**config.mk**
```make
export PLATFORM = sky130hd
export DESIGN_NAME = tick_timer_table
export DESIGN_NICKNAME = d
export VERILOG_FILES = /design/src/rtl/ttt_pkg.sv /design/src/rtl/ttt_ram.sv /design/src/rtl/tick_timer_table.sv
export VERILOG_INCLUDE_DIRS = /design/src /design/src/rtl
export SDC_FILE = /design/constraint.sdc
export NUM_CORES = 1
export LEC_CHECK = 0
export BUFFER_PORTS_ARGS = -buffer_cell sky130_fd_sc_hd__buf_2
export CELL_PAD_IN_SITES_DETAIL_PLACEMENT = 1
export CELL_PAD_IN_SITES_GLOBAL_PLACEMENT = 1
export CORE_MARGIN = 1
export CORE_UTILIZATION = 45
export DETAILED_ROUTE_END_ITERATION = 10
export PLACE_DENSITY = 0.77
export SETUP_SLACK_MARGIN = 0.2
export SLEW_MARGIN = 20
export SYNTH_ARGS = -nofsm -noshare
export SYNTH_HDL_FRONTEND = slang
export SYNTH_SLANG_ARGS = --single-unit
```
**constraint.sdc**
```tcl
create_clock -name clk -period 5.85 [get_ports clk]
set_clock_uncertainty 0.2 [all_clocks]
set_input_delay 0.2925 -clock clk [delete_from_list [all_inputs] [get_ports clk]]
set_output_delay 0.2925 -clock clk [all_outputs]
set_load 0.02 [all_outputs]
```
**src/rtl/assert_macros.svh**
```systemverilog
// ----------------------------------------------------------------------------
// assert_macros.svh
// shared assertion macros for the timer table rtl
// ----------------------------------------------------------------------------
`ifndef ASSERT_MACROS_SVH
`define ASSERT_MACROS_SVH

// clocked property, switched off while reset is high
`define ASSERT_CLK(label, clk, rst, prop, msg) \
  label: assert property (@(posedge clk) disable iff (rst) prop) else $error(msg);

// clocked property that also holds across reset
`define ASSERT_CLK_ALWAYS(label, clk, prop, msg) \
  label: assert property (@(posedge clk) prop) else $error(msg);

`endif

```
**src/rtl/ttt_pkg.sv**
```systemverilog
// ----------------------------------------------------------------------------
// ttt_pkg
// types, codes and control store of the tick timer table
// ----------------------------------------------------------------------------
package ttt_pkg;

  // request codes
  typedef enum logic [1:0] {
    ACT_TICK          = 2'd0,
    ACT_ADD           = 2'd1,
    ACT_SET_COUNTDOWN = 2'd2,
    ACT_START_DELAY   = 2'd3
  } action_t;

  // result kinds
  localparam logic KIND_EXPIRY = 1'b0;
  localparam logic KIND_STATUS = 1'b1;

  typedef struct packed {
    logic [1:0]  action;
    logic [31:0] value;
    logic [31:0] tag;
  } in_item_t;

  typedef struct packed {
    logic        kind;
    logic [2:0]  slot;
    logic [31:0] expired_tag;
    logic        accepted;
    logic [31:0] system_time;
    logic        countdown_running;
    logic        delay_busy;
    logic        last;
  } out_item_t;

  // sequencer step addresses
  typedef enum logic [3:0] {
    S_WAIT      = 4'd0,
    S_TICK      = 4'd1,
    S_TICK_RD   = 4'd2,
    S_TICK_UPD  = 4'd3,
    S_ADD       = 4'd4,
    S_ADD_SCAN  = 4'd5,
    S_SET_CD    = 4'd6,
    S_SET_DL    = 4'd7,
    S_STATUS    = 4'd8
  } step_t;

  // jump conditions
  typedef enum logic [2:0] {
    COND_ALWAYS       = 3'd0,
    COND_IN_VALID     = 3'd1,
    COND_VALUE_ZERO   = 3'd2,
    COND_LAST_SLOT    = 3'd3,
    COND_FREE_OR_LAST = 3'd4
  } cond_t;

  // one control word
  typedef struct packed {
    logic  take_in;
    logic  dispatch;
    logic  tick_upd;
    logic  idx_clr;
    logic  dec_slot;
    logic  arm_slot;
    logic  load_cd;
    logic  load_dl;
    logic  emit_status;
    logic  inc_on_false;
    cond_t cond;
    step_t on_true;
    step_t on_false;
  } ctrl_t;

  // control store
  function automatic ctrl_t ucode(step_t s);
    ctrl_t c;
    c          = '0;
    c.cond     = COND_ALWAYS;
    c.on_true  = S_WAIT;
    c.on_false = S_WAIT;
    case (s)
      S_WAIT: begin
        c.take_in  = 1'b1;
        c.dispatch = 1'b1;
        c.cond     = COND_IN_VALID;
        c.on_false = S_WAIT;
      end
      S_TICK: begin
        c.tick_upd = 1'b1;
        c.idx_clr  = 1'b1;
        c.on_true  = S_TICK_RD;
      end
      S_TICK_RD: begin
        c.on_true = S_TICK_UPD;
      end
      S_TICK_UPD: begin
        c.dec_slot     = 1'b1;
        c.cond         = COND_LAST_SLOT;
        c.on_true      = S_STATUS;
        c.on_false     = S_TICK_RD;
        c.inc_on_false = 1'b1;
      end
      S_ADD: begin
        c.idx_clr  = 1'b1;
        c.cond     = COND_VALUE_ZERO;
        c.on_true  = S_STATUS;
        c.on_false = S_ADD_SCAN;
      end
      S_ADD_SCAN: begin
        c.arm_slot     = 1'b1;
        c.cond         = COND_FREE_OR_LAST;
        c.on_true      = S_STATUS;
        c.on_false     = S_ADD_SCAN;
        c.inc_on_false = 1'b1;
      end
      S_SET_CD: begin
        c.load_cd = 1'b1;
        c.on_true = S_STATUS;
      end
      S_SET_DL: begin
        c.load_dl = 1'b1;
        c.on_true = S_STATUS;
      end
      S_STATUS: begin
        c.emit_status = 1'b1;
        c.on_true     = S_WAIT;
      end
      default: begin
        c.on_true = S_WAIT;
      end
    endcase
    return c;
  endfunction

endpackage

```
**src/rtl/ttt_ram.sv**
```systemverilog
// ----------------------------------------------------------------------------
// ttt_ram
// generic single-write, single-read ram with registered read data
// ----------------------------------------------------------------------------
module ttt_ram #(
  parameter int WIDTH = 32,
  parameter int DEPTH = 8
) (
  input  logic                                     clk,
  input  logic                                     we,
  input  logic [(DEPTH > 1 ? $clog2(DEPTH) : 1)-1:0] waddr,
  input  logic [WIDTH-1:0]                         wdata,
  input  logic [(DEPTH > 1 ? $clog2(DEPTH) : 1)-1:0] raddr,
  output logic [WIDTH-1:0]                         rdata
);

  logic [WIDTH-1:0] mem [DEPTH];

  always_ff @(posedge clk) begin
    if (we) begin
      mem[waddr] <= wdata;
    end
    rdata <= mem[raddr];
  end

endmodule

```
**src/rtl/tick_timer_table.sv**
```systemverilog
// ----------------------------------------------------------------------------
// tick_timer_table
// table of one-shot tick timers with system time, delay and countdown
// ----------------------------------------------------------------------------
// A tick transaction advances the system time, decrements the delay counter
// (which wraps from zero) and the countdown (which stops at zero), then walks
// the slot table and decrements every armed slot; each slot that reaches zero
// sends an expiry result with its index and tag, in slot order, and is freed.
// An add transaction arms the lowest free slot with its timeout and tag; a
// zero timeout or a full table arms nothing. Every transaction ends with one
// status result flagged last. A small microcoded sequencer does the work:
// one item at a time, a ram read step and then an update step per slot on a
// tick, since remaining counts and tags live in registered-read rams. The
// sequencer holds while the output side stalls a result it emits. A finished
// result sits in an output register, so the status of one item may wait
// there while the next item is taken.
// ----------------------------------------------------------------------------
`include "assert_macros.svh"

module tick_timer_table
  import ttt_pkg::*;
#(
  parameter int SLOT_COUNT = 8
) (
  input  logic      clk,
  input  logic      rst,
  input  logic      in_valid,
  output logic      in_ready,
  input  in_item_t  in_data,
  output logic      out_valid,
  input  logic      out_ready,
  output out_item_t out_data
);

  localparam int IDX_W = (SLOT_COUNT > 1) ? $clog2(SLOT_COUNT) : 1;
  localparam logic [IDX_W-1:0] LAST_IDX = IDX_W'(SLOT_COUNT - 1);

  // sequencer
  step_t step, step_next;
  ctrl_t uc;
  logic  cond_hit;

  // scalar timers
  logic [31:0] tick_count;
  logic [31:0] delay_left;
  logic [31:0] countdown_left;

  // latched request
  logic [31:0] value_q;
  logic [31:0] tag_q;
  logic        acc_q;
  logic [2:0]  slot_q;

  // slot table: armed bits in flops, counts and tags in ram
  logic [SLOT_COUNT-1:0] armed;
  logic [IDX_W-1:0]      idx;
  logic [31:0]           rem_rd;
  logic [31:0]           tag_rd;
  logic                  rem_we;
  logic [31:0]           rem_wdata;

  // datapath controls
  logic slot_armed;
  logic fire;
  logic arm_go;
  logic emit_any;
  logic stall;
  logic in_fire;

  assign uc         = ucode(step);
  assign slot_armed = armed[idx];
  assign in_ready   = uc.take_in;
  assign in_fire    = in_valid && in_ready;

  // jump condition from the control word
  always_comb begin
    unique case (uc.cond)
      COND_ALWAYS:       cond_hit = 1'b1;
      COND_IN_VALID:     cond_hit = in_valid;
      COND_VALUE_ZERO:   cond_hit = (value_q == 32'd0);
      COND_LAST_SLOT:    cond_hit = (idx == LAST_IDX);
      COND_FREE_OR_LAST: cond_hit = !slot_armed || (idx == LAST_IDX);
      default:           cond_hit = 1'b1;
    endcase
  end

  // next step
  always_comb begin
    step_next = step;
    if (!stall) begin
      if (cond_hit) begin
        if (uc.dispatch) begin
          unique case (action_t'(in_data.action))
            ACT_TICK:          step_next = S_TICK;
            ACT_ADD:           step_next = S_ADD;
            ACT_SET_COUNTDOWN: step_next = S_SET_CD;
            ACT_START_DELAY:   step_next = S_SET_DL;
          endcase
        end else begin
          step_next = uc.on_true;
        end
      end else begin
        step_next = uc.on_false;
      end
    end
  end

  // datapath strobes
  always_comb begin
    fire      = uc.dec_slot && slot_armed && (rem_rd == 32'd1);
    emit_any  = uc.emit_status || fire;
    stall     = emit_any && out_valid && !out_ready;
    arm_go    = uc.arm_slot && !slot_armed;
    rem_we    = !stall && ((uc.dec_slot && slot_armed) || arm_go);
    rem_wdata = arm_go ? value_q : (rem_rd - 32'd1);
  end

  always_ff @(posedge clk) begin
    if (rst) begin
      step <= S_WAIT;
    end else begin
      step <= step_next;
    end
  end

  // slot index walks the table
  always_ff @(posedge clk) begin
    if (rst) begin
      idx <= '0;
    end else if (!stall) begin
      if (uc.idx_clr) begin
        idx <= '0;
      end else if (!cond_hit && uc.inc_on_false) begin
        idx <= idx + 1'b1;
      end
    end
  end

  // system time, delay and countdown
  always_ff @(posedge clk) begin
    if (rst) begin
      tick_count     <= '0;
      delay_left     <= '0;
      countdown_left <= '0;
    end else begin
      if (uc.tick_upd) begin
        tick_count <= tick_count + 32'd1;
        delay_left <= delay_left - 32'd1;
        if (countdown_left != 32'd0) begin
          countdown_left <= countdown_left - 32'd1;
        end
      end
      if (uc.load_cd) begin
        countdown_left <= value_q;
      end
      if (uc.load_dl) begin
        delay_left <= value_q;
      end
    end
  end

  // request latch and add outcome
  always_ff @(posedge clk) begin
    if (in_fire) begin
      value_q <= in_data.value;
      tag_q   <= in_data.tag;
      acc_q   <= 1'b0;
      slot_q  <= 3'd0;
    end else if (arm_go) begin
      acc_q  <= 1'b1;
      slot_q <= 3'(idx);
    end
  end

  // armed bits: set on add, cleared when a slot expires
  always_ff @(posedge clk) begin
    if (rst) begin
      armed <= '0;
    end else if (!stall) begin
      if (arm_go) begin
        armed[idx] <= 1'b1;
      end else if (fire) begin
        armed[idx] <= 1'b0;
      end
    end
  end

  ttt_ram #(
    .WIDTH (32),
    .DEPTH (SLOT_COUNT)
  ) u_rem_ram (
    .clk   (clk),
    .we    (rem_we),
    .waddr (idx),
    .wdata (rem_wdata),
    .raddr (idx),
    .rdata (rem_rd)
  );

  ttt_ram #(
    .WIDTH (32),
    .DEPTH (SLOT_COUNT)
  ) u_tag_ram (
    .clk   (clk),
    .we    (arm_go),
    .waddr (idx),
    .wdata (tag_q),
    .raddr (idx),
    .rdata (tag_rd)
  );

  // output register: expiry or status transaction
  always_ff @(posedge clk) begin
    if (rst) begin
      out_valid <= 1'b0;
    end else if (emit_any && !stall) begin
      out_valid <= 1'b1;
    end else if (out_ready) begin
      out_valid <= 1'b0;
    end
  end

  always_ff @(posedge clk) begin
    if (emit_any && !stall) begin
      out_data.kind              <= uc.emit_status ? KIND_STATUS : KIND_EXPIRY;
      out_data.slot              <= uc.emit_status ? slot_q : 3'(idx);
      out_data.expired_tag       <= uc.emit_status ? 32'd0 : tag_rd;
      out_data.accepted          <= uc.emit_status ? acc_q : 1'b0;
      out_data.system_time       <= tick_count;
      out_data.countdown_running <= (countdown_left != 32'd0);
      out_data.delay_busy        <= (delay_left != 32'd0);
      out_data.last              <= uc.emit_status;
    end
  end

  // an armed slot always holds a nonzero count
  `ASSERT_CLK(a_armed_nonzero, clk, rst,
    (step == S_TICK_UPD && slot_armed) |-> (rem_rd != 32'd0), "armed slot with zero count")
  // a successful add leaves that slot armed
  `ASSERT_CLK(a_add_arms, clk, rst,
    (arm_go && !stall) |=> armed[$past(idx)], "add did not arm its slot")
  // a taken item moves the sequencer out of the wait step
  `ASSERT_CLK(a_take_leaves_wait, clk, rst,
    in_fire |=> (step != S_WAIT), "sequencer stayed in wait after taking an item")
  // reset returns the sequencer to wait with nothing pending
  `ASSERT_CLK_ALWAYS(a_reset_state, clk,
    rst |=> (step == S_WAIT && !out_valid && armed == '0), "bad state after reset")

endmodule

```
======== Yosys cells after proc, flatten, opt, wreduce, memory -nomap -nowiden ========
Memories as Yosys holds them, arrays and structs flattened. A register that Yosys moved wholly into a read port is not among the register bits.
Index checks and enable logic that the tools add are counted.
Widths: inputs -> output; s select.
operators by class
  $add $sub $neg .......................... 5
  magnitude comparators ................... 2
  eq/ne operators ......................... 17
  multiplexer cells ....................... 38
  bitwise logic cells ..................... 4
  reductions and logical operators ........ 35
operators with widths
  kind                   count
  $mux 32                6
  $sub 32x1->32 const B  3
  $reduce_bool 32->1     2
  $add 32x1->32 const B  1
  $eq 32x1->1 const B    1
  $logic_not 32->1       1
  $mux 1                 17
  $eq 4x3->1 const B     4
  $mux 8                 2
  $pmux 4 s4             1
  $pmux 3 s4             1
  $pmux 4 s3             1
  $reduce_bool 2->1      6
  $logic_and 1x1->1      10
  $mux 3                 3
  $and 8x8->8            1
  $eq 4x2->1 const B     2
  $mux 4                 2
  $not 8->8              1
  $or 8x8->8             1
  $eq 3x2->1 const B     2
  $eq 3x3->1 const B     2
  $pmux 3 s2             1
  $reduce_and 2->1       3
  19 further kinds       27
storage, ports and cells
  register bits ........................... 252
  bits in writable memories ............... 512
  bits of input ports ..................... 70
  output and inout bits ................... 74
  logic and storage cells ................. 122
  memories kept ........................... 2
memory list
  name           depth  width  read ports  clocked after Yosys merged registers in  wr ports  RTL line       source
  u_rem_ram.mem  8      32     1           1                                        1         ttt_ram.sv:17  logic [WIDTH-1:0] mem [DEPTH];
  u_tag_ram.mem  8      32     1           1                                        1         ttt_ram.sv:17

======== Longest topological paths before layout ========
Gate-level depths: netlist of run 1.
  word-level depth ........................ 11
  depth in mapped cells ................... 11
  gate-level depth less buffers ........... 9

======== By module ========
A second synthesis of run 1 with hierarchy kept.
unflattened totals
  cells, all modules ...................... 1,947
  area, all modules ....................... 32,342.3 sq um
modules (own cells, without submodules)
  module            instances  cells an instance  area an instance (sq um)  seq. area each (sq um)
  ttt_ram           2          415                10,466.3                  8,328.0
  tick_timer_table  1          1,117              11,409.7                  6,376.1

======== Worst setup path before layout of run 1 ========
Ideal clock, no wire load.
  kind .................................... flip-flop to flip-flop
  start point ............................. register u_rem_ram.rdata[20], read port of u_rem_ram.mem
  end point ............................... register out_data[10] (netlist bit) (enable)
  library setup time ...................... 500 ps
  arrival time ............................ 4,701 ps
  data required time ...................... 5,150 ps
  path slack .............................. 448 ps
  cell stages (with the launch flop) ...... 7
  buffers on the path ..................... 0
  period minus slack after synthesis ...... 5,402 ps
  cell sequence ........................... dfxtp_1 or3_1 or4_1 nand4b_1 a211oi_1 nor2_1 nor2_1
between the ends
  longest elaborated chain between the ends .. 7
RTL lines
  item                             RTL line                 source
  start: declaration               ttt_ram.sv:14            output logic [WIDTH-1:0] rdata
  $eq 32x1->1 *                    tick_timer_table.sv:110  fire = uc.dec_slot && slot_armed && (rem_rd == 32'd1);
  $logic_and 1x1->1 *              tick_timer_table.sv:110
  $logic_or 1x1->1 *               tick_timer_table.sv:111  emit_any = uc.emit_status || fire;
  $logic_and 1x1->1 (2 in series)  tick_timer_table.sv:112  stall = emit_any && out_valid && !out_ready;
  $logic_not 1->1                  tick_timer_table.sv:224  if (emit_any && !stall) begin
  $logic_and 1x1->1 *              tick_timer_table.sv:224
  end: declaration                 tick_timer_table.sv:32   output out_item_t out_data
Every way passes the cells marked *; elsewhere a longest branch is shown, timed or not.
A chain may end at the register's enable or synchronous reset.

======== Worst setup path after layout of run 1 ========
  start point ............................. register idx[2]
  end point ............................... memory u_rem_ram.mem[1][23] (enable)
between the ends
  longest elaborated chain between the ends .. 11
  elaborated cells on any way between the ends .. 14
  classes of those cells .................. mux: 4; reduce/logical: 10
RTL lines
  item                             RTL line                                          source
  start: declaration               tick_timer_table.sv:56                            logic [IDX_W-1:0] idx;
  start signal: assignment         tick_timer_table.sv:134                           idx <= idx + 1'b1;
  $bmux 1 s3                       tick_timer_table.sv:71                            assign slot_armed = armed[idx];
  $mux 1 (implied by the code)     tick_timer_table.sv:71
  $logic_and 1x1->1                tick_timer_table.sv:110, tick_timer_table.sv:114
  $logic_and 1x1->1                tick_timer_table.sv:110
  $logic_or 1x1->1                 tick_timer_table.sv:111
  $logic_and 1x1->1 (2 in series)  tick_timer_table.sv:112
  $logic_not 1->1                  tick_timer_table.sv:114                           rem_we = !stall && ((uc.dec_slot && slot_armed) || arm_go);
  $logic_and 1x1->1                tick_timer_table.sv:114
  $mux 1                           ttt_ram.sv:20                                     if (we) begin
  $mux 1 (implied by the code)     ttt_ram.sv:21                                     mem[waddr] <= wdata;
  end: declaration                 ttt_ram.sv:17
Several ways; a longest one is shown, not always the timed one. The select of a mux whose other input is x is not followed.

==> metrics.txt, run 1 <==
# TYPE chip_impl_metric gauge
chip_impl_metric{name="max_freq",unit="MHz"} 229
chip_impl_info{name="worst_setup_path_startpoint",value="idx[2]"} 1
chip_impl_metric{name="fp-row-count",unit=""} 96
chip_impl_metric{name="tritoncts.num_buffers",unit=""} 84
chip_impl_info{name="crit_type",value="flip-flop to flip-flop"} 1
chip_impl_metric{name="track_usage",unit=""} 0.250
chip_impl_metric{name="ios",unit=""} 144
chip_impl_metric{name="final_hold_viol_count",unit=""} 0
chip_impl_metric{name="layout_worst_path_cycle_share",unit=""} 0.747
chip_impl_metric{name="detail_route.wl_per_cell",unit="um"} 26.5
chip_impl_metric{name="cpPeakStageDelay",unit="ns"} 0.89
chip_impl_info{name="tritoncts",value="yes"} 1
chip_impl_metric{name="drive_gt1_frac",unit=""} 0.163
chip_impl_metric{name="grt_first_pass_wirelength",unit="um"} 132000
chip_impl_metric{name="cts.hold.buffers_added",unit=""} 68
chip_impl_metric{name="final.min_clock_period",unit="ns"} 4.37
chip_impl_metric{name="drt-vias-per-instance",unit=""} 5.98
chip_impl_info{name="clock_tree.root_cell",value="sky130_fd_sc_hd__clkbuf_16"} 1
chip_impl_metric{name="synth.yosys.warnings",unit=""} 0
chip_impl_metric{name="multiInputGateArea",unit="sq um"} 7680
chip_impl_metric{name="drcViolationCount",unit=""} 0
chip_impl_info{name="r2r_startpoint",value="idx[2]"} 1
chip_impl_metric{name="finish_stage_setup_viols",unit=""} 0
chip_impl_metric{name="number_of_synthesized_register_bits",unit=""} 827
chip_impl_metric{name="synth-edff-count",unit=""} 647
chip_impl_metric{name="cts.repair.resized",unit=""} 0
chip_impl_metric{name="clkTransAtPathRegs",unit="ns"} 0.06
chip_impl_metric{name="antenna_cells",unit=""} 0
chip_impl_metric{name="place.gp.congestion",unit=""} 0.850
chip_impl_info{name="crit_chain",value="nor2_1, a221o_1, nand2_1, a211oi_1, o21ai_0, o21ai_1, nor3_2, buf_4"} 1
chip_impl_metric{name="final_ws_setup",unit="ns"} 1.48
chip_impl_metric{name="grt_max_degree",unit=""} 72
chip_impl_metric{name="finish.net_count",unit=""} 2419
chip_impl_metric{name="floorplan.core_area",unit="sq um"} 68600
chip_impl_metric{name="path_max_fanout",unit=""} 33
chip_impl_metric{name="worstMarginPinSlew",unit="ns"} 1.14
chip_impl_metric{name="routed-via-count",unit=""} 19974
chip_impl_metric{name="synth.net_count",unit=""} 2201
chip_impl_metric{name="cts.sink_count",unit=""} 827
chip_impl_metric{name="drv_slew",unit=""} 0
chip_impl_info{name="critPathTopFamily",value="compound AO/OA/AOI/OAI gates"} 1
chip_impl_metric{name="syn-cell-area",unit="sq um"} 31100
chip_impl_metric{name="timing.critical_path.arrival",unit="ns"} 4.42
chip_impl_metric{name="global_route.overflow_total",unit=""} 0
chip_impl_info{name="crit_slowest_cell",value="sky130_fd_sc_hd__dfxtp_2"} 1
chip_impl_info{name="run_status",value="complete, no violations"} 1
chip_impl_metric{name="total_leakage_power",unit="nW"} 12.1
chip_impl_metric{name="detailed_routing_wirelength_on_met1",unit="um"} 35000
chip_impl_metric{name="grt_antenna_before_repair",unit=""} 0
chip_impl_metric{name="fin_hold_ws",unit="ns"} 0.0653
chip_impl_metric{name="die_y",unit="um"} 265
chip_impl_metric{name="route.met2.wl",unit="um"} 44900
chip_impl_metric{name="detailedRoute.firstPassIterationCount",unit=""} 7
chip_impl_metric{name="critPathRequiredTime",unit="ns"} 5.90
chip_impl_metric{name="maxCapViolations",unit=""} 0
chip_impl_metric{name="met3_wl_post_dr",unit="um"} 5300
chip_impl_metric{name="start_util",unit=""} 0.454
chip_impl_metric{name="cts_max_path_buffers",unit=""} 3
chip_impl_info{name="synth_area_leaders",value="sky130_fd_sc_hd__edfxtp_1 62%, sky130_fd_sc_hd__dfxtp_1 12%, sky130_fd_sc_hd__a22oi_1 3.2%"} 1
chip_impl_metric{name="h-tree-depth",unit=""} 3
chip_impl_info{name="grt_setup_unrepaired",value="false"} 1
chip_impl_info{name="hp-start",value="in_valid"} 1
chip_impl_metric{name="vdd.ir_drop.worst",unit="uV"} 281
chip_impl_info{name="setup.worst_path.end_class",value="flip-flop"} 1
chip_impl_metric{name="postRouteAntennaNets",unit=""} 0
chip_impl_metric{name="floorplan.die.width",unit="um"} 265
chip_impl_metric{name="drt_iter0_drc",unit=""} 1778
chip_impl_info{name="critical_path.startpoint_type",value="flip-flop"} 1
chip_impl_metric{name="share_of_synthesized_area_occupied_by_flip_flops_and_latches",unit=""} 0.739
chip_impl_metric{name="synth.avg_cell_area",unit="sq um"} 14.7
chip_impl_metric{name="worst_slack_at_placement",unit="ns"} 1.60
chip_impl_metric{name="clock_network_latency_to_the_later_pin_of_the_worst_skew_pair",unit="ns"} 0.64
chip_impl_metric{name="netlist-cell-type-count",unit=""} 67
chip_impl_metric{name="area.sequential",unit="sq um"} 23000
chip_impl_metric{name="total_power",unit="mW"} 17.6
chip_impl_info{name="most_instantiated_flip_flop_cell_in_the_synthesis_netlist",value="sky130_fd_sc_hd__edfxtp_1"} 1
chip_impl_metric{name="synthToLayoutAreaGrowth",unit="%"} 16.9
chip_impl_metric{name="post-cts-setup-buffer-count",unit=""} 0
chip_impl_metric{name="critical_path.n_buffers_inverters",unit=""} 1
chip_impl_metric{name="power.density_cell_area",unit="nW/um^2"} 483
chip_impl_metric{name="io_buffers",unit=""} 143
chip_impl_metric{name="post_synthesis_cell_count",unit=""} 2119
chip_impl_info{name="worst_hold_path_type",value="primary input to flip-flop"} 1
chip_impl_metric{name="hpwl",unit="um"} 50600
chip_impl_metric{name="routed_wl",unit="um"} 88500
chip_impl_metric{name="die_area",unit="sq um"} 70300
chip_impl_metric{name="slew_headroom",unit=""} 0.234
chip_impl_metric{name="first_global_vias",unit=""} 21064
chip_impl_info{name="synth_largest_area_cell",value="sky130_fd_sc_hd__edfxtp_1"} 1
chip_impl_metric{name="timing.setup.tns",unit="ns"} 0
chip_impl_metric{name="final.fill_count",unit=""} 6574
chip_impl_metric{name="synth_async_sr_flop_share",unit=""} 0
chip_impl_info{name="route.top_layer_used",value="met4"} 1
chip_impl_metric{name="synth_top_area_frac",unit=""} 0.624
cell type report:
class,instances,share of cell area
multi-input cells,1155,0.211
flip-flops and latches,827,0.633
well taps,931,0.0320
repair buffers,249,0.0471
clock inverters,48,0.0107
inverters,20,0.00206
clock buffers,109,0.0646
per-stage QoR:
stage | util | area, sq um | cells
floorplan | - | 31100 | 2119
global placement | 0.480 | 32900 | 3112
detailed placement | 0.480 | 32900 | 3112
CTS | 0.530 | 36400 | 3337
global route | 0.531 | 36400 | 3339
finish | 0.531 | 36400 | 3339
cells in the final DEF (no fill, tap or decap), types with 43 or more instances in the layout:
cell,Yosys,layout
sky130_fd_sc_hd__a21oi_1,92,92
sky130_fd_sc_hd__a22oi_1,132,132
sky130_fd_sc_hd__buf_2,1,142
sky130_fd_sc_hd__clkbuf_16,0,90
sky130_fd_sc_hd__dfxtp_1,180,177
sky130_fd_sc_hd__dlygate4sd3_1,0,68
sky130_fd_sc_hd__edfxtp_1,647,647
sky130_fd_sc_hd__mux2i_1,43,43
sky130_fd_sc_hd__nand2_1,138,138
sky130_fd_sc_hd__nand3_1,50,50
sky130_fd_sc_hd__nor2_1,144,134
sky130_fd_sc_hd__o21ai_0,55,52
sequential cells by signal, summed over array words and instances (netlist names), 3 cells and up, named ones only:
register / cells
tick_count: 32
tag_q: 32
u_tag_ram.mem: 256
step: 4
slot_q: 3
delay_left: 32
out_data: 71
u_tag_ram.rdata: 32
u_rem_ram.mem: 256
value_q: 32
idx: 3
countdown_left: 32
u_rem_ram.rdata: 32
cell families after synthesis:
kind of cell | Yosys count | synth area share
xor+xnor | 69 | 0.0194
fa+ha+maj | 12 | 0.00482
simple gates | 571 | 0.0912
flops | 827 | 0.739
compound gates | 423 | 0.0931
buf+inv | 137 | 0.0169
mux | 80 | 0.0351
worst min-delay path, cell delays in order:
cell and delay, ns:
sky130_fd_sc_hd__buf_2 0.11, sky130_fd_sc_hd__and2_4 0.25, sky130_fd_sc_hd__a21oi_1 0.17
path summary, 6_finish.rpt:
| kind | end | slack, ns | cells after the start |
|---|---|---|---|
| worst max-delay path | u_rem_ram.mem[1][23] | 1.48 | 8 |
| worst min-delay path | slot_q[0] | 0.07 | 3 |
| worst max register to register | u_rem_ram.mem[1][23] | 1.48 | 8 |
| worst min register to register | u_rem_ram.rdata[27] | 0.26 | 2 |
power breakdown:
| group | switching (mW) | internal (mW) |
|---|---|---|
| registers | 0.800 | 7.43 |
| logic | 2.57 | 1.41 |
| clock network | 2.38 | 3.01 |
| total | 5.75 | 11.8 |
layer usage:
metal | vias up | GRT usage
met5 | - | 0
met4 | 0 | 0.108
met3 | 203 | 0.0338
met2 | 853 | 0.435
met1 | 10264 | 0.311
li1 | 8654 | -
synthesized netlist by cell type, types with 3 or more instances:
master                     instances
sky130_fd_sc_hd__nand2_1         138
sky130_fd_sc_hd__o21ai_0          55
sky130_fd_sc_hd__a31oi_1          20
sky130_fd_sc_hd__xor2_1           37
sky130_fd_sc_hd__nor4_1           29
sky130_fd_sc_hd__a221oi_1         20
sky130_fd_sc_hd__a221o_1          11
sky130_fd_sc_hd__mux2i_1          43
sky130_fd_sc_hd__nand3b_1          3
sky130_fd_sc_hd__clkbuf_1         98
sky130_fd_sc_hd__a311oi_1          3
sky130_fd_sc_hd__o221ai_1          9
sky130_fd_sc_hd__buf_1            16
sky130_fd_sc_hd__ha_1             12
sky130_fd_sc_hd__nor4b_1           3
sky130_fd_sc_hd__nor2b_1          40
sky130_fd_sc_hd__xnor2_1          32
sky130_fd_sc_hd__nand3_1          50
sky130_fd_sc_hd__a211oi_1         20
sky130_fd_sc_hd__a22o_1           12
sky130_fd_sc_hd__nand2b_1          9
sky130_fd_sc_hd__or3_1            24
sky130_fd_sc_hd__or2_2             8
sky130_fd_sc_hd__and3_1           10
sky130_fd_sc_hd__mux4_2           22
sky130_fd_sc_hd__or4_1            18
sky130_fd_sc_hd__nor3_1           35
sky130_fd_sc_hd__nor2_1          144
sky130_fd_sc_hd__nand4_1          39
sky130_fd_sc_hd__a22oi_1         132
sky130_fd_sc_hd__inv_1            19
sky130_fd_sc_hd__edfxtp_1        647
sky130_fd_sc_hd__o311ai_0          8
sky130_fd_sc_hd__o41ai_1           4
sky130_fd_sc_hd__mux2_2           15
sky130_fd_sc_hd__and2_1            6
sky130_fd_sc_hd__a21oi_1          92
sky130_fd_sc_hd__dfxtp_1         180
sky130_fd_sc_hd__and4_1            5
sky130_fd_sc_hd__o211ai_1         18
No activity file was read; power rests on OpenSTA's default activity.
==> run 2, diff against run 1 <==
--- a/config.mk
+++ b/config.mk
@@ -12,7 +12,7 @@
 export CORE_MARGIN = 1
 export CORE_UTILIZATION = 45
 export DETAILED_ROUTE_END_ITERATION = 10
-export PLACE_DENSITY = 0.77
+export PLACE_DENSITY = 0.8
 export SETUP_SLACK_MARGIN = 0.2
 export SLEW_MARGIN = 20
 export SYNTH_ARGS = -nofsm -noshare
==> constraint.sdc (replaced) <==
create_clock -name clk -period 3.76 [get_ports clk]
set_clock_uncertainty 0.2 [all_clocks]
set_input_delay 0.188 -clock clk [delete_from_list [all_inputs] [get_ports clk]]
set_output_delay 0.188 -clock clk [all_outputs]
set_load 0.02 [all_outputs]
==> run 2 against run 1 <==
Net effect: combinational power is 66% higher; largest power group unchanged; setup slack got worse by 1.3 ns; worst hold slack lost 0.029 ns; design area is 1.7% higher; utilization grew 0.91 points; cell count is 1.3% higher; via count grew 0.49%; sequential power is 53% higher; sequential share of layout area is 1.1 points lower; die area stayed put; first-iteration DRC count rose by 15%; routed wire length grew 0.78%.
==> metrics.txt, run 2 (synthesis results as in run 1) <==
# TYPE chip_impl_metric gauge
chip_impl_metric{name="routed_wl",unit="um"} 89200
chip_impl_metric{name="final.fill_count",unit=""} 6565
chip_impl_info{name="crit_type",value="flip-flop to flip-flop"} 1
chip_impl_metric{name="die_y",unit="um"} 265
chip_impl_info{name="tritoncts",value="yes"} 1
chip_impl_metric{name="fp-row-count",unit=""} 96
chip_impl_metric{name="detailedRoute.firstPassIterationCount",unit=""} 5
chip_impl_metric{name="grt_antenna_before_repair",unit=""} 2
chip_impl_metric{name="clock_network_latency_to_the_later_pin_of_the_worst_skew_pair",unit="ns"} 0.65
chip_impl_metric{name="cts_max_path_buffers",unit=""} 3
chip_impl_metric{name="fin_hold_ws",unit="ns"} 0.0368
chip_impl_metric{name="maxCapViolations",unit=""} 0
chip_impl_metric{name="timing.setup.tns",unit="ns"} 0
chip_impl_metric{name="finish.net_count",unit=""} 2459
chip_impl_metric{name="cts.sink_count",unit=""} 827
chip_impl_metric{name="share_seq_of_total_power",unit=""} 0.451
chip_impl_metric{name="grt_max_degree",unit=""} 92
chip_impl_metric{name="floorplan.die.width",unit="um"} 265
chip_impl_metric{name="multiInputGateArea",unit="sq um"} 7720
chip_impl_metric{name="slew_headroom",unit=""} 0.158
chip_impl_metric{name="drt-vias-per-instance",unit=""} 5.94
chip_impl_metric{name="postRouteAntennaNets",unit=""} 0
chip_impl_metric{name="power.density_cell_area",unit="nW/um^2"} 756
chip_impl_info{name="setup.worst_path.end_class",value="flip-flop"} 1
chip_impl_metric{name="first_global_vias",unit=""} 21301
chip_impl_metric{name="drive_gt1_frac",unit=""} 0.176
chip_impl_metric{name="pwr-share-comb",unit=""} 0.236
chip_impl_metric{name="drt_iter0_drc",unit=""} 2039
chip_impl_metric{name="tritoncts.num_buffers",unit=""} 86
chip_impl_metric{name="h-tree-depth",unit=""} 3
chip_impl_metric{name="floorplan.core_area",unit="sq um"} 68600
chip_impl_metric{name="grt_first_pass_wirelength",unit="um"} 133000
chip_impl_metric{name="final_hold_viol_count",unit=""} 0
chip_impl_metric{name="place.gp.congestion",unit=""} 0.867
chip_impl_metric{name="timing.critical_path.arrival",unit="ns"} 3.72
chip_impl_metric{name="area.sequential",unit="sq um"} 23000
chip_impl_metric{name="netSwitchingFraction",unit=""} 0.323
chip_impl_metric{name="hpwl",unit="um"} 53600
chip_impl_metric{name="antenna_cells",unit=""} 0
chip_impl_metric{name="ios",unit=""} 144
chip_impl_info{name="critical_path.startpoint_type",value="flip-flop"} 1
chip_impl_metric{name="drv_slew",unit=""} 0
chip_impl_metric{name="path_max_fanout",unit=""} 32
chip_impl_metric{name="track_usage",unit=""} 0.252
chip_impl_metric{name="worstMarginPinSlew",unit="ns"} 1.25
chip_impl_info{name="worst_hold_path_type",value="primary input to flip-flop"} 1
chip_impl_metric{name="detail_route.wl_per_cell",unit="um"} 26.4
chip_impl_info{name="clock_tree.root_cell",value="sky130_fd_sc_hd__clkbuf_16"} 1
chip_impl_metric{name="worst_slack_at_placement",unit="ns"} 0.0896
chip_impl_metric{name="final.min_clock_period",unit="ns"} 3.60
chip_impl_metric{name="cell_internal_pwr",unit="mW"} 19.0
chip_impl_info{name="biggestRegsByFlops",value="u_rem_ram.mem: 256 flops, u_tag_ram.mem: 256 flops, out_data: 71 flops"} 1
chip_impl_metric{name="routed-via-count",unit=""} 20072
chip_impl_metric{name="p_clk_frac",unit=""} 0.313
chip_impl_metric{name="critPathRequiredTime",unit="ns"} 3.87
chip_impl_metric{name="post-cts-setup-buffer-count",unit=""} 0
chip_impl_metric{name="vdd.ir_drop.worst",unit="uV"} 527
chip_impl_metric{name="max_freq",unit="MHz"} 278
chip_impl_info{name="mostFrequentLayoutCells",value="647 x sky130_fd_sc_hd__edfxtp_1, 177 x sky130_fd_sc_hd__dfxtp_1, 142 x sky130_fd_sc_hd__buf_2"} 1
chip_impl_metric{name="start_util",unit=""} 0.454
chip_impl_metric{name="global_route.overflow_total",unit=""} 0
chip_impl_metric{name="clkTransAtPathRegs",unit="ns"} 0.07
chip_impl_metric{name="net-switching-power",unit="mW"} 9.04
chip_impl_metric{name="die_area",unit="sq um"} 70300
chip_impl_metric{name="io_buffers",unit=""} 143
chip_impl_info{name="final_common_cell",value="sky130_fd_sc_hd__edfxtp_1"} 1
chip_impl_metric{name="drcViolationCount",unit=""} 0
chip_impl_metric{name="total_power",unit="mW"} 28.0
chip_impl_metric{name="total_leakage_power",unit="nW"} 12.4
chip_impl_info{name="run_status",value="complete, no violations"} 1
chip_impl_metric{name="finish_stage_setup_viols",unit=""} 0
chip_impl_info{name="grt_setup_unrepaired",value="false"} 1
chip_impl_metric{name="synthToLayoutAreaGrowth",unit="%"} 18.9
chip_impl_metric{name="layout_worst_path_cycle_share",unit=""} 0.958
chip_impl_metric{name="final_ws_setup",unit="ns"} 0.159
run 2: what timing repair did:
| item | 4_1_cts | 5_1_grt |
|---|---|---|
| hold buffers | 68 | 0 |
| endpoints found under the setup margin | 298 | 240 |
| cloned | 0 | 0 |
| gates resized for setup | 3 | 6 |
| endpoints found under the hold margin | 93 | 0 |
run 2: final cells by class:
cell class,count,area share
inverters,20,0.00203
multi-input cells,1155,0.208
well taps,931,0.0314
clock inverters,49,0.0147
clock buffers,112,0.0640
flip-flops and latches,827,0.622
repair buffers,287,0.0575
run 2: final timing paths:
check / from / to / slack (ns) / cells past startpoint
setup reg to reg: u_rem_ram.rdata[20] / u_rem_ram.mem[5][4] / 0.16 / 9
hold reg to reg: u_rem_ram.mem[6][27] / u_rem_ram.rdata[27] / 0.26 / 2
hold / removal: in_valid / value_q[8] / 0.04 / 2
setup / recovery: u_rem_ram.rdata[20] / u_rem_ram.mem[5][4] / 0.16 / 9
run 2: layer usage:
layer	vias to the layer above	wire length, um	track usage
met1	10300	35400	0.318
met3	196	5660	0.0386
met5	-	20	0
met2	821	45200	0.436
li1	8751	-	-
met4	4	2960	0.100
run 2: critical path, cell delays in order, from the launching register on:
cell and delay [ns]:
sky130_fd_sc_hd__dfxtp_1 0.34, sky130_fd_sc_hd__or3_1 0.45, sky130_fd_sc_hd__or4_1 0.57, sky130_fd_sc_hd__nand4b_1 0.39, sky130_fd_sc_hd__a211oi_2 0.34, sky130_fd_sc_hd__o21ai_0 0.20
sky130_fd_sc_hd__o21ai_2 0.17, sky130_fd_sc_hd__buf_4 0.24, sky130_fd_sc_hd__nor2_2 0.04, sky130_fd_sc_hd__buf_4 0.30
run 2: per-stage QoR:
step                      area (sq um)  std cells  utilization
after floorplan                  31200       2119            -
after global placement           33400       3150        0.487
after detailed placement         33400       3150        0.487
after CTS                        37000       3379        0.540
after global routing             37000       3381        0.540
final                            37000       3381        0.540
run 2: power by group through the flow:
stage | logic [mW] | registers, mW | clock network, mW
floorplan | 4.33 | 12.4 | 0
global placement | 6.08 | 12.6 | 0
detailed placement | 6.39 | 12.7 | 0
CTS | 6.53 | 12.6 | 8.84
global route | 7.16 | 12.7 | 9.17
finish | 6.61 | 12.6 | 8.76
